### config.mk
export PLATFORM = sky130hd
export DESIGN_NAME = uart_setting_frame_parser_core
export DESIGN_NICKNAME = d
export VERILOG_FILES = /design/src/sv/usfp_pkg.sv /design/src/sv/usfp_front.sv /design/src/sv/usfp_queue.sv /design/src/sv/usfp_back.sv /design/src/sv/uart_setting_frame_parser_core.sv
export SDC_FILE = /design/constraint.sdc
export NUM_CORES = 1
export LEC_CHECK = 0
export BUFFER_PORTS_ARGS = -buffer_cell sky130_fd_sc_hd__buf_2
export CAP_MARGIN = 40
export CELL_PAD_IN_SITES_DETAIL_PLACEMENT = 2
export CELL_PAD_IN_SITES_GLOBAL_PLACEMENT = 2
export CORE_ASPECT_RATIO = 1.25
export CORE_MARGIN = 8
export CORE_UTILIZATION = 43
export CTS_CLUSTER_DIAMETER = 120
export DETAILED_ROUTE_END_ITERATION = 10
export PLACE_DENSITY_LB_ADDON = 0.1
export SLEW_MARGIN = 20
export SYNTH_ARGS = -nofsm -noshare
export SYNTH_HDL_FRONTEND = slang
export SYNTH_SLANG_ARGS = --single-unit
### constraint.sdc
create_clock -name clk -period 9.76 [get_ports clk]
set_input_delay 1.464 -clock clk [delete_from_list [all_inputs] [get_ports clk]]
set_output_delay 1.464 -clock clk [all_outputs]
set_load 0.005 [all_outputs]
### src/sv/usfp_pkg.sv
// Package for the serial setting frame parser: byte codes, frame sizes,
// the front state type and the command passed from front to back.
// No dependencies.
`timescale 1ns / 1ps
`default_nettype none

package usfp_pkg;

    localparam int FRAME_BYTES = 19;
    // Bytes 1 .. FRAME_BYTES-2 carry settings; byte 0 is start, the last byte is end.
    localparam int DATA_BYTES  = FRAME_BYTES - 2;
    localparam int COUNT_W     = 5;
    localparam int CH_WORDS    = 4;
    localparam int CH_TOTAL    = 13;
    localparam int CH_W        = 4;
    localparam int QUEUE_DEPTH = 2;

    localparam logic [7:0] BYTE_CAPTURE = 8'h43;
    localparam logic [7:0] BYTE_START   = 8'h53;
    localparam logic [7:0] BYTE_END     = 8'h45;

    localparam logic [COUNT_W-1:0] COUNT_END  = COUNT_W'(FRAME_BYTES - 1);
    localparam logic [CH_W-1:0]    CH_LAST    = CH_W'(CH_TOTAL - 1);
    localparam logic [CH_W-1:0]    CH_WORDS_C = CH_W'(CH_WORDS);

    localparam logic KIND_CAPTURE = 1'b0;
    localparam logic KIND_SETTING = 1'b1;

    typedef enum logic [0:0] {
        ST_IDLE  = 1'b0,
        ST_FRAME = 1'b1
    } front_state_t;

    typedef struct packed {
        logic                          is_run;
        logic [DATA_BYTES-1:0][7:0]    data;
    } usfp_cmd_t;

    typedef struct packed {
        logic       valid;
        usfp_cmd_t  cmd;
    } usfp_push_t;

endpackage

`default_nettype wire

### src/sv/usfp_front.sv
// Front part of the parser: accepts bytes, tracks the frame and collects data.
// Depends on usfp_pkg.
`timescale 1ns / 1ps
`default_nettype none

module usfp_front
    import usfp_pkg::*;
(
    input  wire logic        clk,
    input  wire logic        rst_n,
    input  wire logic        in_valid,
    output logic             in_stall,
    input  wire logic [7:0]  rx_data,
    input  wire logic        q_full,
    output usfp_push_t       push
);

    front_state_t               state_reg, state_next;
    logic [COUNT_W-1:0]         count_reg, count_next;
    logic [DATA_BYTES-1:0][7:0] data_reg, data_next;
    logic                       accept;

    assign in_stall = q_full;
    assign accept   = in_valid && !q_full;

    // Next state and counter.
    always_comb
    begin
        state_next = state_reg;
        count_next = count_reg;
        if (accept)
        begin
            unique case (state_reg)
                ST_IDLE:
                begin
                    if (rx_data == BYTE_START)
                    begin
                        state_next = ST_FRAME;
                        count_next = COUNT_W'(1);
                    end
                end
                ST_FRAME:
                begin
                    if (count_reg == COUNT_END)
                    begin
                        state_next = ST_IDLE;
                        count_next = '0;
                    end
                    else
                    begin
                        count_next = count_reg + COUNT_W'(1);
                    end
                end
                default:
                begin
                    state_next = ST_IDLE;
                    count_next = '0;
                end
            endcase
        end
    end

    // Outputs: data shift and queue push.
    always_comb
    begin
        data_next       = data_reg;
        push.valid      = 1'b0;
        push.cmd.is_run = 1'b0;
        push.cmd.data   = data_reg;
        unique case (state_reg)
            ST_IDLE:
            begin
                push.valid = accept && (rx_data == BYTE_CAPTURE);
            end
            ST_FRAME:
            begin
                if (count_reg == COUNT_END)
                begin
                    push.valid      = accept && (rx_data == BYTE_END);
                    push.cmd.is_run = 1'b1;
                end
                else if (accept)
                begin
                    data_next = {rx_data, data_reg[DATA_BYTES-1:1]};
                end
            end
            default:
            begin
                push.valid = 1'b0;
            end
        endcase
    end

    always_ff @(posedge clk or negedge rst_n)
    begin
        if (!rst_n)
        begin
            state_reg <= ST_IDLE;
            count_reg <= '0;
        end
        else
        begin
            state_reg <= state_next;
            count_reg <= count_next;
        end
    end

    always_ff @(posedge clk)
    begin
        data_reg <= data_next;
    end

endmodule

`default_nettype wire

### src/sv/usfp_queue.sv
// Short command queue between the front and back parts of the parser.
// Depends on usfp_pkg.
`timescale 1ns / 1ps
`default_nettype none

module usfp_queue
    import usfp_pkg::*;
(
    input  wire logic       clk,
    input  wire logic       rst_n,
    input  wire usfp_push_t push,
    output logic            full,
    output logic            q_valid,
    output usfp_cmd_t       q_cmd,
    input  wire logic       pop
);

    localparam int PTR_W = (QUEUE_DEPTH > 1) ? $clog2(QUEUE_DEPTH) : 1;
    localparam int CNT_W = $clog2(QUEUE_DEPTH + 1);

    usfp_cmd_t           mem [QUEUE_DEPTH];
    logic [PTR_W-1:0]    wr_ptr_reg, wr_ptr_next;
    logic [PTR_W-1:0]    rd_ptr_reg, rd_ptr_next;
    logic [CNT_W-1:0]    cnt_reg, cnt_next;
    logic                do_push, do_pop;

    assign full    = (cnt_reg == CNT_W'(QUEUE_DEPTH));
    assign q_valid = (cnt_reg != '0);
    assign q_cmd   = mem[rd_ptr_reg];
    assign do_push = push.valid && !full;
    assign do_pop  = pop && q_valid;

    always_comb
    begin
        wr_ptr_next = wr_ptr_reg;
        rd_ptr_next = rd_ptr_reg;
        cnt_next    = cnt_reg;
        if (do_push)
        begin
            wr_ptr_next = (wr_ptr_reg == PTR_W'(QUEUE_DEPTH - 1)) ? '0
                        : wr_ptr_reg + PTR_W'(1);
        end
        if (do_pop)
        begin
            rd_ptr_next = (rd_ptr_reg == PTR_W'(QUEUE_DEPTH - 1)) ? '0
                        : rd_ptr_reg + PTR_W'(1);
        end
        if (do_push && !do_pop)
        begin
            cnt_next = cnt_reg + CNT_W'(1);
        end
        else if (do_pop && !do_push)
        begin
            cnt_next = cnt_reg - CNT_W'(1);
        end
    end

    always_ff @(posedge clk or negedge rst_n)
    begin
        if (!rst_n)
        begin
            wr_ptr_reg <= '0;
            rd_ptr_reg <= '0;
            cnt_reg    <= '0;
        end
        else
        begin
            wr_ptr_reg <= wr_ptr_next;
            rd_ptr_reg <= rd_ptr_next;
            cnt_reg    <= cnt_next;
        end
    end

    always_ff @(posedge clk)
    begin
        if (do_push)
        begin
            mem[wr_ptr_reg] <= push.cmd;
        end
    end

endmodule

`default_nettype wire

### src/sv/usfp_back.sv
// Back part of the parser: takes commands and emits result items.
// Depends on usfp_pkg.
`timescale 1ns / 1ps
`default_nettype none

module usfp_back
    import usfp_pkg::*;
(
    input  wire logic         clk,
    input  wire logic         rst_n,
    input  wire logic         q_valid,
    input  wire usfp_cmd_t    q_cmd,
    output logic              pop,
    output logic              out_valid,
    input  wire logic         out_stall,
    output logic              kind,
    output logic [CH_W-1:0]   channel,
    output logic [15:0]       setting_value,
    output logic              last
);

    logic                       busy_reg, busy_next;
    logic [CH_W-1:0]            ch_reg, ch_next;
    logic [DATA_BYTES-1:0][7:0] bytes_reg, bytes_next;
    logic                       out_valid_reg, out_valid_next;
    logic                       kind_reg, kind_next;
    logic [CH_W-1:0]            channel_reg, channel_next;
    logic [15:0]                value_reg, value_next;
    logic                       last_reg, last_next;
    logic                       advance;
    logic                       is_word;

    assign advance = !out_valid_reg || !out_stall;
    assign is_word = (ch_reg < CH_WORDS_C);
    assign pop     = !busy_reg && q_valid && (q_cmd.is_run || advance);

    always_comb
    begin
        busy_next      = busy_reg;
        ch_next        = ch_reg;
        bytes_next     = bytes_reg;
        out_valid_next = out_valid_reg;
        kind_next      = kind_reg;
        channel_next   = channel_reg;
        value_next     = value_reg;
        last_next      = last_reg;
        if (busy_reg)
        begin
            if (advance)
            begin
                out_valid_next = 1'b1;
                kind_next      = KIND_SETTING;
                channel_next   = ch_reg;
                last_next      = (ch_reg == CH_LAST);
                if (is_word)
                begin
                    value_next = {bytes_reg[0], bytes_reg[1]};
                    bytes_next = bytes_reg >> 16;
                end
                else
                begin
                    value_next = {8'h00, bytes_reg[0]};
                    bytes_next = bytes_reg >> 8;
                end
                ch_next   = ch_reg + CH_W'(1);
                busy_next = (ch_reg != CH_LAST);
            end
        end
        else if (pop && q_cmd.is_run)
        begin
            busy_next  = 1'b1;
            ch_next    = '0;
            bytes_next = q_cmd.data;
            if (advance)
            begin
                out_valid_next = 1'b0;
            end
        end
        else if (pop)
        begin
            out_valid_next = 1'b1;
            kind_next      = KIND_CAPTURE;
            channel_next   = '0;
            value_next     = '0;
            last_next      = 1'b1;
        end
        else if (advance)
        begin
            out_valid_next = 1'b0;
        end
    end

    always_ff @(posedge clk or negedge rst_n)
    begin
        if (!rst_n)
        begin
            busy_reg      <= 1'b0;
            ch_reg        <= '0;
            out_valid_reg <= 1'b0;
        end
        else
        begin
            busy_reg      <= busy_next;
            ch_reg        <= ch_next;
            out_valid_reg <= out_valid_next;
        end
    end

    always_ff @(posedge clk)
    begin
        bytes_reg   <= bytes_next;
        kind_reg    <= kind_next;
        channel_reg <= channel_next;
        value_reg   <= value_next;
        last_reg    <= last_next;
    end

    assign out_valid     = out_valid_reg;
    assign kind          = kind_reg;
    assign channel       = channel_reg;
    assign setting_value = value_reg;
    assign last          = last_reg;

    // A run never counts past the last channel.
    a_ch_range: assert property (@(posedge clk) disable iff (!rst_n)
        busy_reg |-> (ch_reg <= CH_LAST))
        else $error("channel counter past last channel");

    // A capture item is always a lone, marked item with zero fields.
    a_capture_form: assert property (@(posedge clk) disable iff (!rst_n)
        (out_valid_reg && (kind_reg == KIND_CAPTURE)) |->
        (last_reg && (channel_reg == '0) && (value_reg == '0)))
        else $error("malformed capture item");

    // Setting items are marked last exactly on the final channel.
    a_setting_last: assert property (@(posedge clk) disable iff (!rst_n)
        (out_valid_reg && (kind_reg == KIND_SETTING)) |->
        (last_reg == (channel_reg == CH_LAST)))
        else $error("last mark on wrong channel");

    // No new command is taken while a run is still being emitted.
    a_no_pop_busy: assert property (@(posedge clk) disable iff (!rst_n)
        busy_reg |-> !pop)
        else $error("command taken during a run");

endmodule

`default_nettype wire

### src/sv/uart_setting_frame_parser_core.sv
// Top level of the serial setting frame parser: front, command queue, back.
// Depends on usfp_pkg, usfp_front, usfp_queue and usfp_back.
`timescale 1ns / 1ps
`default_nettype none

// Channel   Handshake             Payload
// input     in_valid / in_stall   rx_data[7:0]
// output    out_valid / out_stall kind, channel[3:0], setting_value[15:0], last
//
// Each received byte is taken by the front part, which follows the
// frame and shifts data bytes into a register line. A capture byte or a frame
// with a good end byte becomes one command in a two-entry queue. The back part
// turns a capture command into one item and a frame command into 13 items, one
// per cycle while the output is not stalled, after a load step; its channel
// counter ends the run. The input stalls only while the queue is full.
// Reset clears the frame state, the queue and the output valid flag; data
// registers are not reset.

module uart_setting_frame_parser_core
    import usfp_pkg::*;
(
    input  wire logic         clk,
    input  wire logic         rst_n,
    input  wire logic         in_valid,
    output logic              in_stall,
    input  wire logic [7:0]   rx_data,
    output logic              out_valid,
    input  wire logic         out_stall,
    output logic              kind,
    output logic [3:0]        channel,
    output logic [15:0]       setting_value,
    output logic              last
);

    usfp_push_t push;
    usfp_cmd_t  q_cmd;
    logic       q_full;
    logic       q_valid;
    logic       pop;

    // The front classifies bytes and builds frame commands.
    usfp_front u_front (
        .clk      (clk),
        .rst_n    (rst_n),
        .in_valid (in_valid),
        .in_stall (in_stall),
        .rx_data  (rx_data),
        .q_full   (q_full),
        .push     (push)
    );

    // The queue lets a run drain while further bytes arrive.
    usfp_queue u_queue (
        .clk     (clk),
        .rst_n   (rst_n),
        .push    (push),
        .full    (q_full),
        .q_valid (q_valid),
        .q_cmd   (q_cmd),
        .pop     (pop)
    );

    // The back emits result items through its output register.
    usfp_back u_back (
        .clk           (clk),
        .rst_n         (rst_n),
        .q_valid       (q_valid),
        .q_cmd         (q_cmd),
        .pop           (pop),
        .out_valid     (out_valid),
        .out_stall     (out_stall),
        .kind          (kind),
        .channel       (channel),
        .setting_value (setting_value),
        .last          (last)
    );

endmodule

`default_nettype wire
### Word-level counts from Yosys, hierarchy flattened

Memory sizes are Yosys's and may differ from the RTL's.
Index checks and enable logic that the tools add are counted.

* memory bits (read-only): 0
* output and inout port bits: 24
* bits in writable memories: 274
* memories: 1
* word-level logic and storage cells: 138
* latch bits: 0
* flip-flop bits (word level): 310

Memory list
* u_queue.mem: words 2, width 137, read ports 1, clocked after Yosys merged registers in 0, write ports 1, line usfp_queue.sv:21 `usfp_cmd_t mem [QUEUE_DEPTH];`

* reductions and logical operators: 26
* order comparisons: 1
* divide/modulo/power cells: 0
* add/sub/neg operators: 6
* multiplexer cells: 46
* bitwise gates (word level): 2
* equality and inequality tests: 10
* $mul: 0
* shift operators: 0

Operators by type and width (count)
* $mux 136: 3
* $mux 128: 1
* $mux 16: 5
* $mux 4: 7
* $eq 8x7->1 const B: 3
* $mux 1: 22
* $logic_and 1x1->1: 10
* $mux 5: 2
* $pmux 5 s2: 1
* $reduce_bool 2->1: 4
* $logic_not 1->1: 6
* $mux 2: 3
* $reduce_and 3->1: 2
* $add 5x1->5 const B: 1
* $eq 5x5->1 const B: 1
* $add 4x1->4 const B: 1
* $eq 4x4->1 const B: 1
* $lt 4x3->1 const B: 1
* $ne 2x1->1 const B: 2
* $ne 4x4->1 const B: 1
* $pmux 1 s2: 2
* $reduce_and 2->1: 2
* $add 1x1->1 const B: 2
* $add 2x1->2 const B: 1
* other kinds (5): 7

### Depth between registers and ports, before layout

* depth in word-level cells: 11
* gate-level depth with buffers: 9

### Modules after synthesis

Synthesis repeated with hierarchy kept, for this count alone.

* cells, all modules: 1421
* area total of the unflattened synthesis: 22509.1 µm²

By module, submodules not included
* usfp_queue: cells an instance 445, instances 1, area an instance 10131.0 µm²
* usfp_back: cells an instance 797, instances 1, area an instance 7877.6 µm²
* usfp_front: cells an instance 179, instances 1, area an instance 4500.6 µm²

### Worst setup path before layout

OpenSTA, ideal clock, no wires.

* path kind: in2reg
* start point: input port rx_data[4]
* end point: memory u_queue.mem[0][0] (netlist bit), enable pin
* path buffers: 0
* required time: 9.109 ns
* stages on the path: 4
* arrival time: 8.071 ns
* setup slack: 1.037 ns
* path through: nor4b_1 nand3_1 a21oi_2 nor2b_1

* longest elaborated chain between the ends: 7
* elaborated cells on any way between the ends: 9

RTL lines
* from (decl): line uart_setting_frame_parser_core.sv:26 `input wire logic [7:0] rx_data,`
* $eq 8x7->1: line usfp_front.sv:79 `push.valid = accept && (rx_data == BYTE_END);`
* $logic_and 1x1->1: line usfp_front.sv:79
* $mux 2: line usfp_front.sv:77 `if (count_reg == COUNT_END)`
* $pmux 1 s2 *: line usfp_front.sv:70 `unique case (state_reg)`
* $logic_and 1x1->1 *: line usfp_queue.sv:30 `assign do_push = push.valid && !full;`
* via u_queue.do_push: line usfp_queue.sv:25 `logic do_push, do_pop;`
* $mux 1 *: line usfp_queue.sv:76 `if (do_push)`
* $mux 1 (not written as such) *: line usfp_queue.sv:78 `mem[wr_ptr_reg] <= push.cmd;`
* to (decl): line usfp_queue.sv:21

The timed path passes the listed nets; every way through them passes the cells marked *.

### Worst setup path in the final report

* start point: input port rx_data[1]
* end point: memory u_queue.mem[0][52] (netlist bit), enable pin

Same word-level chain as after synthesis.

==> flow_summary.json <==
{
  "status": "completed",
  "ys_seq_elements": 584,
  "first_pass_iters": 6,
  "drive_above_1_share_pct": 10.1,
  "worstPathRequired_ns": 9.98,
  "critPathKind": "in2reg",
  "fp.dieH_um": 270,
  "nNetsFinal": 1492,
  "hp-start": "u_front.push[7]$_DFFE_PP_",
  "grt.overflow.total": 0,
  "pwr_density_cell_nw_per_um2": 313,
  "drc": 0,
  "critPathMaxFanout": 49,
  "numCtsBuffers": 58,
  "synthFlopType": "edfxtp_1",
  "hold_violations": 0,
  "peakVddDrop_v": 0.000296,
  "synth-compound-area-share_pct": 8.41,
  "r2r_slack_ns": 6.60,
  "worstSkewPairLatency_ns": 0.60,
  "total_power_mw": 7.86,
  "synth_edf_count": 568,
  "cp_data_arrival_time_ns": 3.79,
  "cp_top_family": "simple AND/OR/NAND/NOR gates",
  "yosys.cell_count.top_type": "edfxtp_1",
  "yosysTopAreaCell": "edfxtp_1",
  "final.setup.tns_ns": 0,
  "slew_violations": 0,
  "start_util_pct": 43.4,
  "dieWidth_um": 220,
  "pre_cts_ws_ns": 5.54,
  "async_flop_share_pct": 2.74,
  "via_per_inst": 5.52,
  "htree_levels": 2,
  "via_count": 12100,
  "yosys.cell_types.count": 41,
  "endpoint_kind": "flip-flop",
  "tightest_slew_ns": 1.02,
  "cp_slowest_cell": "buf_4",
  "drt_iter0_markers": 572,
  "wire_per_inst_um": 23.1,
  "dieArea_um2": 59400,
  "ioPinCount": 36,
  "fin_cells": 2184,
  "grt_first_pass_wirelength_mm": 79.5,
  "achievable-frequency_mhz": 281,
  "io_buffers": 35,
  "antenna_found_initial": 0,
  "cts_tree": "yes",
  "grt_max_degree": 133,
  "syn_area_um2": 22300,
  "rsz0062_at_grt": "no",
  "seq_area_frac_synth_pct": 78.4,
  "avgSynthCellArea_um2": 15.4,
  "clockRootBuffer": "clkbuf_16",
  "yosys_warnings": 0,
  "placed_cells": 2078,
  "place.gp.congestion": 0.676,
  "setup_viol": 0,
  "post-cts-setup-buffers": 0,
  "synthAdderAreaFrac_pct": 0.281,
  "fin_util_pct": 48.9,
  "synthXorXnorAreaFrac_pct": 0.197,
  "p_leak_nw": 8.42,
  "startpoint": "rx_data[1]",
  "drt_wl_total_mm": 50.4,
  "fin_skew_ns": 0.0150,
  "cp_cell_sequence": "buf_2, nor4bb_1, nand3_1, a21oi_2, nor2b_4, buf_4",
  "clock_path_buffers": 3,
  "critPathLaunchType": "input pin",
  "detail-route-antenna-nets": 0,
  "fin_crit_sh_pct": 36.5,
  "max_slew_margin_pct": 31.9,
  "core_area_um2": 51300,
  "synth.area.top_cells": "edfxtp_1, nand2_1, a211oi_1",
  "antenna_cells": 0,
  "syn_nets": 1459,
  "synth_mux_area_share_pct": 0.770,
  "post-route-min-period_ns": 3.56,
  "synthCells": 1442,
  "hold_buffers": 0,
  "largest_reg_flops": 274,
  "path_clk_slew_ns": 0.06,
  "num_rows": 93,
  "worst_slack_ns": 6.20,
  "clock_sinks": 584,
  "grt.total_usage_pct": 17.1,
  "place_hpwl_mm": 29.0,
  "worst_r2r_startpoint": "u_front.count_reg[0]$_DFFE_PN0P_",
  "synth_common_cells": "edfxtp_1, nand2_1, a31oi_1, nor2b_1, a211oi_1",
  "areaGrowthSynthToFinish_pct": 12.8,
  "ctsResizeCount": 0,
  "cap_viol_max_count": 0,
  "synth_top_family_by_area": "simple AND/OR/NAND/NOR gates",
  "grt_pass1_vias": 13800,
  "crit_buf_inv": 2,
  "yosys.area_share.simple_pct": 9.73,
  "netlist.area_leader.share_pct": 76.6,
  "slowest_delay_ns": 0.70,
  "holdCritPathClass": "reg2reg"
}
kinds of logic (layout without fill, tap and decap cells):
logic type | Yosys count | after routing
xor+xnor | 5 | 5
mux | 17 | 17
buf+inv | 96 | 173
fa+ha+maj | 5 | 5
simple gates | 461 | 461
flops | 584 | 584
compound gates | 274 | 274
layout make-up:
| cell class | count | area (µm²) |
|---|---|---|
| inverter | 5 | 18.8 |
| multi-input combinational | 762 | 4350 |
| sequential | 584 | 17500 |
| clock inverter | 26 | 245 |
| fill | 4741 | 26200 |
| timing repair buffer | 64 | 607 |
| tap | 665 | 832 |
| clock buffer | 78 | 1590 |
metal layers:
metal	track usage, %	routed length [µm]	vias to the layer above
met2	32.5	27900	138
met3	2.12	1200	66
met1	19.5	20200	6311
met4	5.50	1160	0
li1	-	-	5539
met5	0	0	-
layout by cell type, fill, tap and decap left out, types with 6 or more instances in the layout:
cell | synthesis | routed
clkinv_1 | 0 | 12
mux2i_1 | 16 | 16
nor2b_1 | 121 | 120
buf_16 | 0 | 8
a31oi_1 | 122 | 122
and3_1 | 10 | 10
nor2_1 | 18 | 17
a211oi_1 | 120 | 120
edfxtp_1 | 568 | 568
dfrtp_1 | 16 | 14
o21ai_0 | 14 | 14
and2_1 | 7 | 6
buf_4 | 6 | 16
a21boi_0 | 8 | 8
nand3_1 | 23 | 23
clkinv_2 | 0 | 7
buf_2 | 43 | 35
clkbuf_1 | 34 | 17
nand2_1 | 271 | 270
clkbuf_16 | 0 | 61
final timing paths:
kind	end	cells past startpoint
setup / recovery	u_queue.mem[0][52]$_DFFE_PP_	6
hold / removal	u_queue.mem[0][7]$_DFFE_PP_	0
setup reg to reg	u_queue.mem[0][52]$_DFFE_PP_	7
hold reg to reg	u_queue.mem[0][7]$_DFFE_PP_	0
max in group asynchronous	u_back.busy_reg$_DFF_PN0_	1
min in group asynchronous	u_queue.cnt_reg[1]$_DFFE_PN0P_	1
where the power goes:
group          leakage, nW  switching [mW]  internal [mW]
Clock                0.889           0.904           1.26
Combinational         1.99            1.09          0.538
Sequential            5.54           0.388           3.67
Total                 8.42            2.38           5.48
metrics by stage:
step / instance area (µm²) / hold WS [ns]
2_1_floorplan: 22300 / 0.421
3_5_place_dp: 23200 / 0.438
6_report: 25100 / 0.454
3_3_place_gp: 23000 / 0.423
4_1_cts: 25100 / 0.451
5_1_grt: 25100 / 0.475
worst register-to-register path: stages (launching register included):
cell and delay, ns:
dfrtp_1 0.44, inv_1 0.09, ha_1 0.21, and4bb_4 0.32, nand3_1 0.11, a21oi_2 0.27
nor2b_4 0.58, buf_4 0.70
Note: power is estimated with default switching activity, not from simulation.
